==> src/rtl/core/pds_pkg.sv <==
`default_nettype none
// ----------------------------------------------------------------------------
// pds_pkg
// Shared widths, constants and pipeline word type for the Phong shader.
// ----------------------------------------------------------------------------
package pds_pkg;

   localparam int FRAC     = 14;              // fraction bits of all terms
   localparam int ONE_W    = FRAC + 1;        // clamped term, 0..1.0
   localparam int COMP_W   = 16;              // vector component width
   localparam int COLOR_W  = 16;              // one colour channel
   localparam int NCHAN    = 3;
   localparam int SHIN_W   = 8;               // exponent bits, one cell each
   localparam int OUT_W    = 18;
   localparam int PROD_W   = 2 * COMP_W;
   localparam int DOT_W    = 2 * COMP_W + 2;
   localparam int TERM_W   = ONE_W + 2 * COLOR_W - 2 * FRAC;
   localparam int CSR_IDX_W = 2;

   localparam logic [ONE_W-1:0] ONE     = ONE_W'(1) << FRAC;
   localparam logic [OUT_W-1:0] OUT_MAX = '1;

   localparam logic [CSR_IDX_W-1:0] CSR_LIGHT_RED   = 2'd0;
   localparam logic [CSR_IDX_W-1:0] CSR_LIGHT_GREEN = 2'd1;
   localparam logic [CSR_IDX_W-1:0] CSR_LIGHT_BLUE  = 2'd2;

   typedef logic [NCHAN-1:0][COLOR_W-1:0] pds_color_type;

   // word handed from cell to cell
   typedef struct packed {
      logic                valid;
      logic [ONE_W-1:0]    r;      // running power
      logic [ONE_W-1:0]    x;      // specular base
      logic [SHIN_W-1:0]   expo;   // remaining exponent bits, MSB next
      logic [ONE_W-1:0]    diff;
      pds_color_type       cd;
      pds_color_type       cs;
   } pds_item_type;

endpackage
`default_nettype wire

==> src/rtl/core/pds_pow_cell.sv <==
`default_nettype none
// ----------------------------------------------------------------------------
// pds_pow_cell
// One exponent bit of the power: square, then multiply by the base when the
// current exponent MSB is set. Two register stages per cell.
// ----------------------------------------------------------------------------
module pds_pow_cell import pds_pkg::*; (
   input  wire logic         clock,
   input  wire logic         reset,
   input  wire pds_item_type item_i,
   output      pds_item_type item_o
);

   logic [2*ONE_W-1:0] sq;
   logic [2*ONE_W-1:0] mul;
   pds_item_type       sq_ff;
   pds_item_type       sq_in;
   pds_item_type       mul_ff;
   pds_item_type       mul_in;

   always_comb begin
      sq      = item_i.r * item_i.r;
      sq_in   = item_i;
      sq_in.r = sq[FRAC +: ONE_W];
   end

   always_ff @(posedge clock) begin
      if (reset) begin
         sq_ff.valid <= 1'b0;
      end else begin
         sq_ff <= sq_in;
      end
   end

   always_comb begin
      mul         = sq_ff.r * sq_ff.x;
      mul_in      = sq_ff;
      mul_in.expo = sq_ff.expo << 1;
      if (sq_ff.expo[SHIN_W-1]) begin
         mul_in.r = mul[FRAC +: ONE_W];
      end
   end

   always_ff @(posedge clock) begin
      if (reset) begin
         mul_ff.valid <= 1'b0;
      end else begin
         mul_ff <= mul_in;
      end
   end

   assign item_o = mul_ff;

endmodule
`default_nettype wire

==> config.mk <==
export PLATFORM = sky130hd
export DESIGN_NAME = pds_pow_cell
export DESIGN_NICKNAME = d
export VERILOG_FILES = /design/src/rtl/core/pds_pkg.sv /design/src/rtl/core/pds_pow_cell.sv
export SDC_FILE = /design/constraint.sdc
export NUM_CORES = 1
export LEC_CHECK = 0
export ABC_AREA = 1
export BUFFER_PORTS_ARGS = -buffer_cell sky130_fd_sc_hd__buf_2
export CAP_MARGIN = 20
export CORE_AREA = 2 2 212 214
export DETAILED_ROUTE_END_ITERATION = 10
export DIE_AREA = 0 0 214 216
export PLACE_DENSITY = 0.89
export SLEW_MARGIN = 20
export SYNTH_ARGS = -nofsm -noshare
export SYNTH_HDL_FRONTEND = slang
export SYNTH_SLANG_ARGS = --single-unit
==> constraint.sdc <==
create_clock -name clock -period 6.84 [get_ports clock]
set_input_delay 0.342 -clock clock [delete_from_list [all_inputs] [get_ports clock]]
set_output_delay 0.342 -clock clock [all_outputs]
set_load 0.05 [all_outputs]
== Yosys cells after proc, flatten, opt, wreduce, memory -nomap -nowiden ==
Cells that the tools add are included.
Storage, ports and cells
  word-level logic and storage cells: 25
  output and inout port bits: 150
  bits in registers: 299
  bits of input ports: 152
Operators by class
  mux-type cells: 1
  multipliers: 2
Operators with widths (number)
  multiplier 15 x 15 -> 29 bit: 2
  2-to-1 mux 15 bit: 1

== Logic depth before layout (Yosys ltp) ==
  depth in word-level cells: 2
  mapped depth: 28
  mapped depth without buffers: 26

== Worst setup path after synthesis ==
Ideal clock, no wire load.
  path kind: in2reg
  from: input port reset
  to: register mul_ff (netlist bit item_o[0]) (enable)
  path slack: 0.135 ns
  setup time: 0.646 ns
  required time: 6.194 ns
  stages on the path: 1
  buffers on the path: 0
  arrival time: 6.060 ns
  path through: inv_1
RTL lines
  start: declaration: line pds_pow_cell.sv:9  | input wire logic reset,
  end signal: assignment: line pds_pow_cell.sv:48  | mul_ff <= mul_in;
  end: declaration: line pds_pow_cell.sv:18  | pds_item_type mul_ff;
No word-level cell between the ends.

==> summary.md <==
| Metric | Value |
|---|---|
| Startpoint Class | `flip-flop` |
| Post-Synthesis Cells | `2297` |
| FF-to-FF path depth | `19` |
| Fillers | `3224` |
| Cell taking the most area after synthesis | `edfxtp_1` |
| Worst Path Class, Setup | `flip-flop to flip-flop` |
| Multiplexer share of the synthesized area | `0%` |
| Share of the synthesized area in the top cell type | `38.1%` |
| Worst Path Buf+Inv | `3` |
| Most common cell after layout, fill and taps aside | `inv_1` |
| Final setup skew | `0.0160 ns` |
| RSZ-0062 raised after global routing | `false` |
| Synth warn | `0` |
| Worst R2R End | `item_o[148]$_DFFE_PN_` |
| Resized cells post-CTS | `0` |
| Avg Cell Area, Syn | `10.2 um2` |
| Vias in the first global route | `18600` |
| Post-Syn Nets | `2925` |
| Die H | `216 um` |
| Via count | `17000` |
| Initial drt markers | `1481` |
| Area grow syn2layout | `18.7%` |
| CTS Buf Count | `31` |
| #FFs+latches synth | `299` |
| Net count, final | `3332` |
| Slowest cell on crit path | `edfxtp_1` |
| Clock latency on the worst-skew pair | `0.58 ns` |
| Final TNS setup | `0 ns` |
| Vias per cell | `5.11` |
| Min-delay src | `reset` |
| Count of final hold-check violations | `0` |
| IO Pins | `302` |
| CP endpoint kind | `flip-flop` |
| H-tree lvl count | `1` |
| Initial Util | `53.4%` |
| Status | `finished, final reports clean` |
| Die ar. | `46200 um2` |
| Fin crit share | `85.7%` |
| # rows | `77` |
| Top FF cell, synth | `edfxtp_1` |
| FF-to-FF setup slack | `0.98 ns` |
| Cell Area, Synth | `23400 um2` |
| CP required | `7.17 ns` |
| Crit path max-delay family | `adder cells` |
| Post-synthesis xor/xnor area fraction | `0.898%` |
| Hold EP | `mul_in[149]$_SDFF_PP0_` |
| Max Slew Vio Count | `0` |
| Layout cells sized above 1 | `13.5%` |
| Complex-gate fraction of the synthesized area | `2.47%` |
| Slew HR | `32.4%` |
| CP arrival | `6.19 ns` |
| Least-Margin Pin Slew | `1.01 ns` |
| Routed wire length per instance | `16.9 um` |
| CTS tree | `yes` |
| Gpl congestion | `0.904` |
| Worst Hold Depth | `2` |
| TritonRoute pass-1 iters | `6` |
| Total grt overflow | `0` |
| Post-synth ARST share | `0%` |
| Worst min-delay path category | `primary input to flip-flop` |
| Main combinational cell family by area after synthesis | `adder cells` |
| Synth top area cells | `edfxtp_1 (38%), fa_1 (26%), inv_1 (10%)` |
| Clk sinks | `299` |
| Drc violations | `0` |
| Crit-path max cell delay | `0.79 ns` |
| Top cell by count, worst path | `fa_1` |
| # port buffers | `300` |
| Max Clock Freq | `171 MHz` |
| First-pass GRT wire length | `92400 um` |
| GRT Total Usage | `24.9%` |
| Post-DP HPWL | `40200 um` |
| Max-cap violations | `0` |
| Clock slew at reported path FFs | `0.07 ns` |
| Post-synth EDFFs | `297` |
| Root Driver | `clkbuf_16` |
| Core area | `43800 um2` |
| Maximum clock path buffer count | `3` |
| Simple-gate share of the synthesized area | `12.0%` |
| CP Max Fanout | `16` |
| Fin Hold WS | `0.0505 ns` |
| CP Cell Sequence | `nand2_1 > fa_1 > fa_1 > inv_1 > fa_1 > fa_1 > fa_1 > inv_1 > fa_1 > inv_1 > ha_1 > a21oi_1 > o21ai_0 > nand2_1 > nand2_1 > a21oi_1 > nand3_1 > nand3_1 > nand2_1` |
| Adder and majority gate portion of the synthesized area | `35.1%` |
| FF-to-FF Start | `sq_ff[143]$_DFFE_PN_` |
| Largest net degree at the start of global routing | `157` |
| WL final | `56000 um` |
| Yosys cell types | `40` |
| Sequential area share after synthesis | `38.3%` |
| Final Critical Period | `5.86 ns` |
| Initial antenna violation count | `1` |
| Final setup fails | `0` |
| Commonest cells after routing, fill and taps aside | `inv_1 (633), nand2_1 (539), fa_1 (302), buf_2 (300), edfxtp_1 (297)` |
| Post-DRT Antenna Nets | `0` |
| Die Width | `214 um` |
-- registers in the layout, indices dropped and copies added, names as in the netlist --
register / cells
item_o: 149
sq_ff: 16
mul_in: 134
-- layout make-up --
cell class              count  area (um2)  area share, %
multi-input cells        1299       11800           42.5
flip-flops and latches    299        8960           32.2
repair buffers            438        2890           10.4
inverters                 635        2390           8.61
clock buffers              35         791           2.85
well taps                 592         741           2.67
clock inverters            21         199          0.716
diodes                      1        2.50        0.00901
-- worst register-to-register path, stage by stage (launching register included) --
cell	delay, ns
edfxtp_1	0.79
nand2_1	0.21
fa_1	0.56
fa_1	0.53
inv_1	0.06
fa_1	0.55
fa_1	0.43
fa_1	0.49
inv_1	0.05
fa_1	0.48
inv_1	0.04
ha_1	0.35
a21oi_1	0.28
o21ai_0	0.18
nand2_1	0.12
nand2_1	0.07
a21oi_1	0.17
nand3_1	0.09
nand3_1	0.09
nand2_1	0.07
-- Yosys cell counts, types with 2 or more instances --
master / number
nand3_1: 56
edfxtp_1: 297
ha_1: 174
fa_1: 302
nand4_1: 10
o21ai_0: 20
nor2_1: 64
nand3b_1: 2
clkbuf_1: 60
nor3_1: 11
nor4_2: 4
a21oi_1: 51
o21bai_1: 11
a21o_1: 5
xnor2_1: 14
buf_2: 3
xor2_1: 10
and3_1: 2
a31oi_1: 3
inv_1: 634
or2_2: 2
nand2_2: 4
dfxtp_1: 2
nand2_1: 539
or2_1: 2
-- kinds of logic after synthesis --
family / count (synthesis)
AO/OA/AOI/OAI: 100
XOR/XNOR: 24
adder cells (fa/ha/maj): 476
buffers and inverters: 699
flip-flops: 299
other: 1
AND/OR/NAND/NOR: 698
-- how the worst max path moves through the flow --
stage,from,cells past startpoint,slack (ns),endpoint
finish,sq_ff[143]$_DFFE_PN_,19,0.98,item_o[148]$_DFFE_PN_
global route,sq_ff[143]$_DFFE_PN_,20,0.61,item_o[143]$_DFFE_PN_
CTS,sq_ff[146]$_DFFE_PN_,22,1.02,item_o[143]$_DFFE_PN_
detailed placement,mul_in[125]$_DFFE_PN_,19,1.03,item_o[148]$_DFFE_PN_
global placement,sq_ff[146]$_DFFE_PN_,22,1.12,item_o[143]$_DFFE_PN_
floorplan,reset,1,0.13,item_o[0]$_DFFE_PN_
-- per-stage QoR --
stage	instance area [um2]	util (%)	instances	setup WS, ns
global placement	25400	58.0	3128	1.12
CTS	27800	63.4	3319	1.02
floorplan	23400	-	2297	0.135
detailed placement	25400	58.0	3128	1.03
global route	27800	63.4	3320	0.610
finish	27800	63.4	3320	0.980
-- metal layers --
layer,vias up,global-route usage (%),routed length [um]
met5,-,0,0
met4,0,7.60,1690
met3,147,3.40,3550
met2,703,47.2,30100
met1,8351,29.2,20700
li1,7751,-,-
-- what timing repair did --
| item | 4_1_cts | 5_1_grt |
|---|---|---|
| endpoints found under the hold margin | 135 | 0 |
| setup buffers | 0 | 0 |
| hold buffers | 135 | 0 |
Power is left out: the tool's default activity adds up to more than one toggle a clock period on the data nets, which glitch-free logic cannot reach.
