--- config.mk ---
export PLATFORM = sky130hd
export DESIGN_NAME = pds_dot
export DESIGN_NICKNAME = d
export VERILOG_FILES = /design/src/rtl/core/pds_pkg.sv /design/src/rtl/core/pds_dot.sv
export SDC_FILE = /design/constraint.sdc
export NUM_CORES = 2
export LEC_CHECK = 0
export BUFFER_PORTS_ARGS = -buffer_cell sky130_fd_sc_hd__buf_2
export CELL_PAD_IN_SITES_DETAIL_PLACEMENT = 0
export CELL_PAD_IN_SITES_GLOBAL_PLACEMENT = 1
export CORE_ASPECT_RATIO = 1.1
export CORE_MARGIN = 4
export CORE_UTILIZATION = 30
export DETAILED_ROUTE_END_ITERATION = 8
export PLACE_DENSITY = 0.65
export SLEW_MARGIN = 15
export SYNTH_ARGS = -nofsm -noshare
export SYNTH_HDL_FRONTEND = slang
export SYNTH_SLANG_ARGS = --single-unit
--- constraint.sdc ---
create_clock -name clock -period 9.5 [get_ports clock]
set_clock_uncertainty 0.05 [all_clocks]
set_input_delay 0.475 -clock clock [delete_from_list [all_inputs] [get_ports clock]]
set_output_delay 0.475 -clock clock [all_outputs]
set_load 0.01 [all_outputs]
--- src/rtl/core/pds_pkg.sv ---
`default_nettype none
// ----------------------------------------------------------------------------
// pds_pkg
// Shared widths, constants and pipeline word type for the Phong shader.
// ----------------------------------------------------------------------------
package pds_pkg;

   localparam int FRAC     = 14;              // fraction bits of all terms
   localparam int ONE_W    = FRAC + 1;        // clamped term, 0..1.0
   localparam int COMP_W   = 16;              // vector component width
   localparam int COLOR_W  = 16;              // one colour channel
   localparam int NCHAN    = 3;
   localparam int SHIN_W   = 8;               // exponent bits, one cell each
   localparam int OUT_W    = 18;
   localparam int PROD_W   = 2 * COMP_W;
   localparam int DOT_W    = 2 * COMP_W + 2;
   localparam int TERM_W   = ONE_W + 2 * COLOR_W - 2 * FRAC;
   localparam int CSR_IDX_W = 2;

   localparam logic [ONE_W-1:0] ONE     = ONE_W'(1) << FRAC;
   localparam logic [OUT_W-1:0] OUT_MAX = '1;

   localparam logic [CSR_IDX_W-1:0] CSR_LIGHT_RED   = 2'd0;
   localparam logic [CSR_IDX_W-1:0] CSR_LIGHT_GREEN = 2'd1;
   localparam logic [CSR_IDX_W-1:0] CSR_LIGHT_BLUE  = 2'd2;

   typedef logic [NCHAN-1:0][COLOR_W-1:0] pds_color_type;

   // word handed from cell to cell
   typedef struct packed {
      logic                valid;
      logic [ONE_W-1:0]    r;      // running power
      logic [ONE_W-1:0]    x;      // specular base
      logic [SHIN_W-1:0]   expo;   // remaining exponent bits, MSB next
      logic [ONE_W-1:0]    diff;
      pds_color_type       cd;
      pds_color_type       cs;
   } pds_item_type;

endpackage
`default_nettype wire

--- src/rtl/core/pds_dot.sv ---
`default_nettype none
// ----------------------------------------------------------------------------
// pds_dot
// Front end: diffuse and specular dot products, clamp to 0..1.0, builds the
// word that enters the power chain.
// ----------------------------------------------------------------------------
module pds_dot import pds_pkg::*; (
   input  wire logic                        clock,
   input  wire logic                        reset,
   input  wire logic                        accept,
   input  wire logic signed [COMP_W-1:0]    normal_x,
   input  wire logic signed [COMP_W-1:0]    normal_y,
   input  wire logic signed [COMP_W-1:0]    normal_z,
   input  wire logic signed [COMP_W-1:0]    light_dir_x,
   input  wire logic signed [COMP_W-1:0]    light_dir_y,
   input  wire logic signed [COMP_W-1:0]    light_dir_z,
   input  wire logic signed [COMP_W-1:0]    reflect_x,
   input  wire logic signed [COMP_W-1:0]    reflect_y,
   input  wire logic signed [COMP_W-1:0]    reflect_z,
   input  wire logic [NCHAN*COLOR_W-1:0]    diffuse_color,
   input  wire logic [NCHAN*COLOR_W-1:0]    specular_color,
   input  wire logic [SHIN_W-1:0]           shininess,
   output      pds_item_type                item_o
);

   localparam int T_W = DOT_W - 1 - FRAC;

   logic signed [PROD_W-1:0] pn_ff [NCHAN];
   logic signed [PROD_W-1:0] pn_in [NCHAN];
   logic signed [PROD_W-1:0] pr_ff [NCHAN];
   logic signed [PROD_W-1:0] pr_in [NCHAN];
   logic                     valid_ff;
   logic [NCHAN*COLOR_W-1:0] cd_ff;
   logic [NCHAN*COLOR_W-1:0] cs_ff;
   logic [SHIN_W-1:0]        shin_ff;
   pds_item_type             item_ff;
   pds_item_type             item_in;
   logic signed [DOT_W-1:0]  sum_n;
   logic signed [DOT_W-1:0]  sum_r;
   logic [ONE_W-1:0]         diff;

   function automatic logic [ONE_W-1:0] clamp_term(input logic signed [DOT_W-1:0] s);
      logic [T_W-1:0] t;
      t = s[DOT_W-2:FRAC];
      if (s <= 0)
         return '0;
      else if (t > T_W'(ONE))
         return ONE;
      else
         return t[ONE_W-1:0];
   endfunction

   always_comb begin
      pn_in[0] = normal_x * light_dir_x;
      pn_in[1] = normal_y * light_dir_y;
      pn_in[2] = normal_z * light_dir_z;
      pr_in[0] = reflect_x * light_dir_x;
      pr_in[1] = reflect_y * light_dir_y;
      pr_in[2] = reflect_z * light_dir_z;
   end

   always_ff @(posedge clock) begin
      if (reset) begin
         valid_ff <= 1'b0;
      end else begin
         valid_ff <= accept;
      end
      pn_ff   <= pn_in;
      pr_ff   <= pr_in;
      cd_ff   <= diffuse_color;
      cs_ff   <= specular_color;
      shin_ff <= shininess;
   end

   always_comb begin
      sum_n = DOT_W'(pn_ff[0]) + DOT_W'(pn_ff[1]) + DOT_W'(pn_ff[2]);
      sum_r = DOT_W'(pr_ff[0]) + DOT_W'(pr_ff[1]) + DOT_W'(pr_ff[2]);
      diff  = clamp_term(sum_n);
      item_in.valid = valid_ff;
      item_in.r     = ONE;
      // no specular highlight on the unlit side
      item_in.x     = (diff == '0) ? '0 : clamp_term(sum_r);
      item_in.expo  = shin_ff;
      item_in.diff  = diff;
      item_in.cd    = cd_ff;
      item_in.cs    = cs_ff;
   end

   always_ff @(posedge clock) begin
      if (reset) begin
         item_ff.valid <= 1'b0;
      end else begin
         item_ff <= item_in;
      end
   end

   assign item_o = item_ff;

endmodule
`default_nettype wire

=== Word level (Yosys, flattened, before mapping) ===
Index checks and enable logic that the tools add are counted.

* ROM bits: 0
* Input port bits: 251
* Register bits after elaboration: 432
* Memory bits (writable): 0
* Bits in latches: 0
* Memories kept: 0

* Divide/modulo/power cells: 0
* Muxes and demuxes: 3
* Equality and inequality tests: 0
* Reduce and logical (&&, ||, !) cells: 3
* Multipliers: 6
* Shifts and indexed selects: 0
* Order comparisons: 4
* Add/sub/neg operators: 4
* Bitwise logic cells: 0

{| class="wikitable"
|+ Operator list
! cell !! count
|-
| $mul A16 B16 Y32 || 6
|-
| $add A33 B32 Y34 || 2
|-
| $le A34 B1 Y1 const B || 2
|-
| $add A32 B32 Y33 || 2
|-
| $mux W15 || 3
|-
| $gt A19 B15 Y1 const B || 2
|-
| $logic_not A15 Y1 || 1
|-
| $reduce_or A3 Y1 || 1
|-
| $reduce_or A2 Y1 || 1
|}

=== Depth between registers and ports, before layout ===
* Depth in word-level cells: 7
* Depth in mapped cells: 26

=== Least setup slack after synthesis ===
Ideal clock, no wire load.

* Path kind: input -> register
* Start: input normal_y[13]
* End: register pn_ff[63] (netlist name)
* Stages on the path: 24
* Setup time: 0.120 ns
* Path slack: 2.764 ns
* Arrival: 6.566 ns
* Cells stage by stage: clkbuf_1 > and2_1 > fa_1 > inv_1 > fa_1 > inv_1 > fa_1 > inv_1 > fa_1 > fa_1 > fa_1 > inv_1 > ha_1 > a21o_1 > a21oi_1 > o21ai_0 > a22o_1 > a311o_1 > a21oi_1 > nor2b_1 > or4_1 > a311oi_1 > a21oi_1 > xnor2_1

{| class="wikitable"
|+ RTL lines
! item !! line !! source
|-
| from (decl) || pds_dot.sv:12 || <nowiki>input wire logic signed [COMP_W-1:0] normal_y,</nowiki>
|-
| to (signal assigned) || pds_dot.sv:68 || <nowiki>pn_ff <= pn_in;</nowiki>
|-
| to (decl) || pds_dot.sv:28 || <nowiki>logic signed [PROD_W-1:0] pn_ff [NCHAN];</nowiki>
|}

==> results.toml <==
[global_routing]
grt_usage_pct = 16.1
gr-total-overflow = 0
antenna_found_initial = 13
grt_pass1_wl_um = 325000
grt_max_degree = 69
grt_pass1_vias = 57500

[die]
die_width_um = 481
fp.dieH_um = 529
die-area_um2 = 254000
start_util_pct = 30.2
core_area_um2 = 244000
top_level_ports = 401
placementRows = 190

[logic_synthesis]
netlist.area_leader.share_pct = 44.4
synth_seq_area_share_pct = 13.5
ys_types = 92
yosys_warnings = 0
asyncSetResetFlopFracSynth_pct = 0
synth_edf_count = 134
ys_top_cells_by_count = "inv_1, fa_1, nand2_1, and2_1, ha_1"
syn_area_per_cell_um2 = 9.81
synth-seq-cells = 432
syn_area_um2 = 73900
synth_ff_type = "dfxtp_1"
yosys.cell_count.top_type = "inv_1"
yosys.area.top_type = "fa_1"
yosys-top-cells-area = "fa_1, ha_1, inv_1"
syn_inst = 7535

[detailed_routing]
drtIter0Drc = 2328
dr.pass1.iters = 5
vias_per_cell = 4.57
route.detailed.drc = 0
drt-total-wl_um = 200000
dr_total_vias = 50900
wl_per_cell_um = 17.9
ant_nets = 0

[timing]
finalSetupViolCount = 0
slew_headroom_pct = 37.6
tns_ps = 0
min_period_over_period_pct = 73.7
worst_slew_pin_slew_ps = 930
period_minus_slack_ps = 7000
hold_viol_final = 0
maxSlewViolCount = 0
rsz0062_at_grt = "no"
fmax_ghz = 0.143

[layout]
finalNetCount = 10300
areaGrowthSynthToFinish_pct = 10.8
drive_above_1_share_pct = 6.68

[critical_path]
crit_top_cell = "fa_1"
worstPathRequired_ps = 9990
crit_fanout = 32
worstSetupStartpointType = "input pin"
cp_slowest_cell = "buf_2"
crit_type = "input pin to register"
end_kind = "register"
worstPathArrival_ps = 7490
path_cells = "buf_2 -> nand2_1 -> inv_1 -> fa_1 -> fa_1 -> fa_1 -> fa_1 -> fa_1 -> inv_1 -> fa_1 -> inv_1 -> ha_1 -> and2_1 -> a22o_1 -> a311o_1 -> a21oi_1 -> nor2b_1 -> or4_1 -> a311oi_1 -> a21oi_1 -> xnor2_1"
slowest_delay_ps = 600

[clocking]
cts.repair.resized = 0
cts.sinks = 432
cts.reportedPaths.clkPinSlew_ps = 80
cts_inserted_buffers = 52
clkLatencyLatePin_ps = 660
htree_levels = 2
cts_tree = "done"
cts.root.buffer_cell = "clkbuf_16"
clock_path_buffers = 3

[placed_design]
portBuffers = 385
dp_hpwl_um = 164000
gp_congestion = 0.845

[status]
status = "completed"

[hold_path]
hold_class = "input pin to register"

[flow_run]
cap_violations = 0
## cell type report
| type | count | area [um2] |
|---|---|---|
| fill | 25100 | 163000 |
| multi-input combinational | 5103 | 56300 |
| sequential | 432 | 9990 |
| inverter | 1735 | 6520 |
| tap | 3264 | 4080 |
| timing repair buffer | 505 | 3090 |
| clock buffer | 66 | 1450 |
| clock inverter | 32 | 392 |
| antenna | 11 | 27.5 |
## through the flow
| stage | worst slack (ps) | instances | util [%] | area, um2 | hold slack, ps |
|---|---|---|---|---|---|
| after CTS | 2570 | 11100 | 33.5 | 81900 | 89.8 |
| after floorplan | 2760 | 7548 | - | 74000 | 336 |
| after global routing | 2210 | 11100 | 33.5 | 81900 | 119 |
| after global placement | 1950 | 10900 | 32.3 | 79000 | 336 |
| final | 2500 | 11100 | 33.5 | 81900 | 130 |
| after detailed placement | 1850 | 10900 | 32.3 | 79000 | 339 |
## placed cells by master (no fill, tap or decap), types with 105 or more instances in the layout
| cell type | n |
|---|---|
| inv_1 | 1734 |
| fa_1 | 1638 |
| nand2_1 | 783 |
| and2_1 | 757 |
| ha_1 | 556 |
| buf_2 | 385 |
| dfxtp_1 | 298 |
| nor2_1 | 217 |
| xnor2_1 | 189 |
| a21oi_1 | 161 |
| edfxtp_1 | 134 |
| dlygate4sd3_1 | 105 |
## flip-flops by register name, summed over array words and instances (netlist names)
name,flops
item_o,135
valid_ff,1
shin_ff,8
pn_ff,96
pr_ff,96
cs_ff,48
cd_ff,48
## layer usage
layer	track usage (%)	vias up	wire, um
li1	-	23100	-
met1	21.1	26400	85400
met2	28.8	1177	101000
met3	1.81	202	9070
met4	3.22	6	4290
met5	0	-	41
## worst max-delay path: cells and delay by family
| family | cells | cell delay (ps) |
|---|---|---|
| xor gates and xnor gates | 1 | 150 |
| buffers and inverters | 4 | 870 |
| AOI/OAI and AO/OA | 5 | 1440 |
| adders and majority gates | 7 | 3440 |
| and+or+nand+nor | 4 | 1080 |
## timing repair
item | 4_1_cts | 5_1_grt
endpoints found under the hold margin | 105 | 0
buffers inserted | 0 | 0
hold buffers | 105 | 0
setup endpoints to repair | 0 | 0
## cell families after synthesis
group / share of synthesized area (%)
compound gates: 5.65
mux: 0.0135
simple gates: 13.8
xor+xnor: 2.90
flops: 13.5
buf+inv: 10.3
fa+ha+maj: 53.8
other cells: 0.0102
## final timing paths
path                  start    endpoint  slack (ps)  cells after the start
max          light_dir_y[1]   pn_ff[63]        2500                     21
min                   reset    valid_ff         130                      2
max reg2reg        pn_ff[1]  item_o[97]        4120                     15
min reg2reg       cs_ff[38]  item_o[38]         350                      0
Power is not shown: default switching activity piles up to over one toggle a cycle in this logic, so the estimate is an artifact.
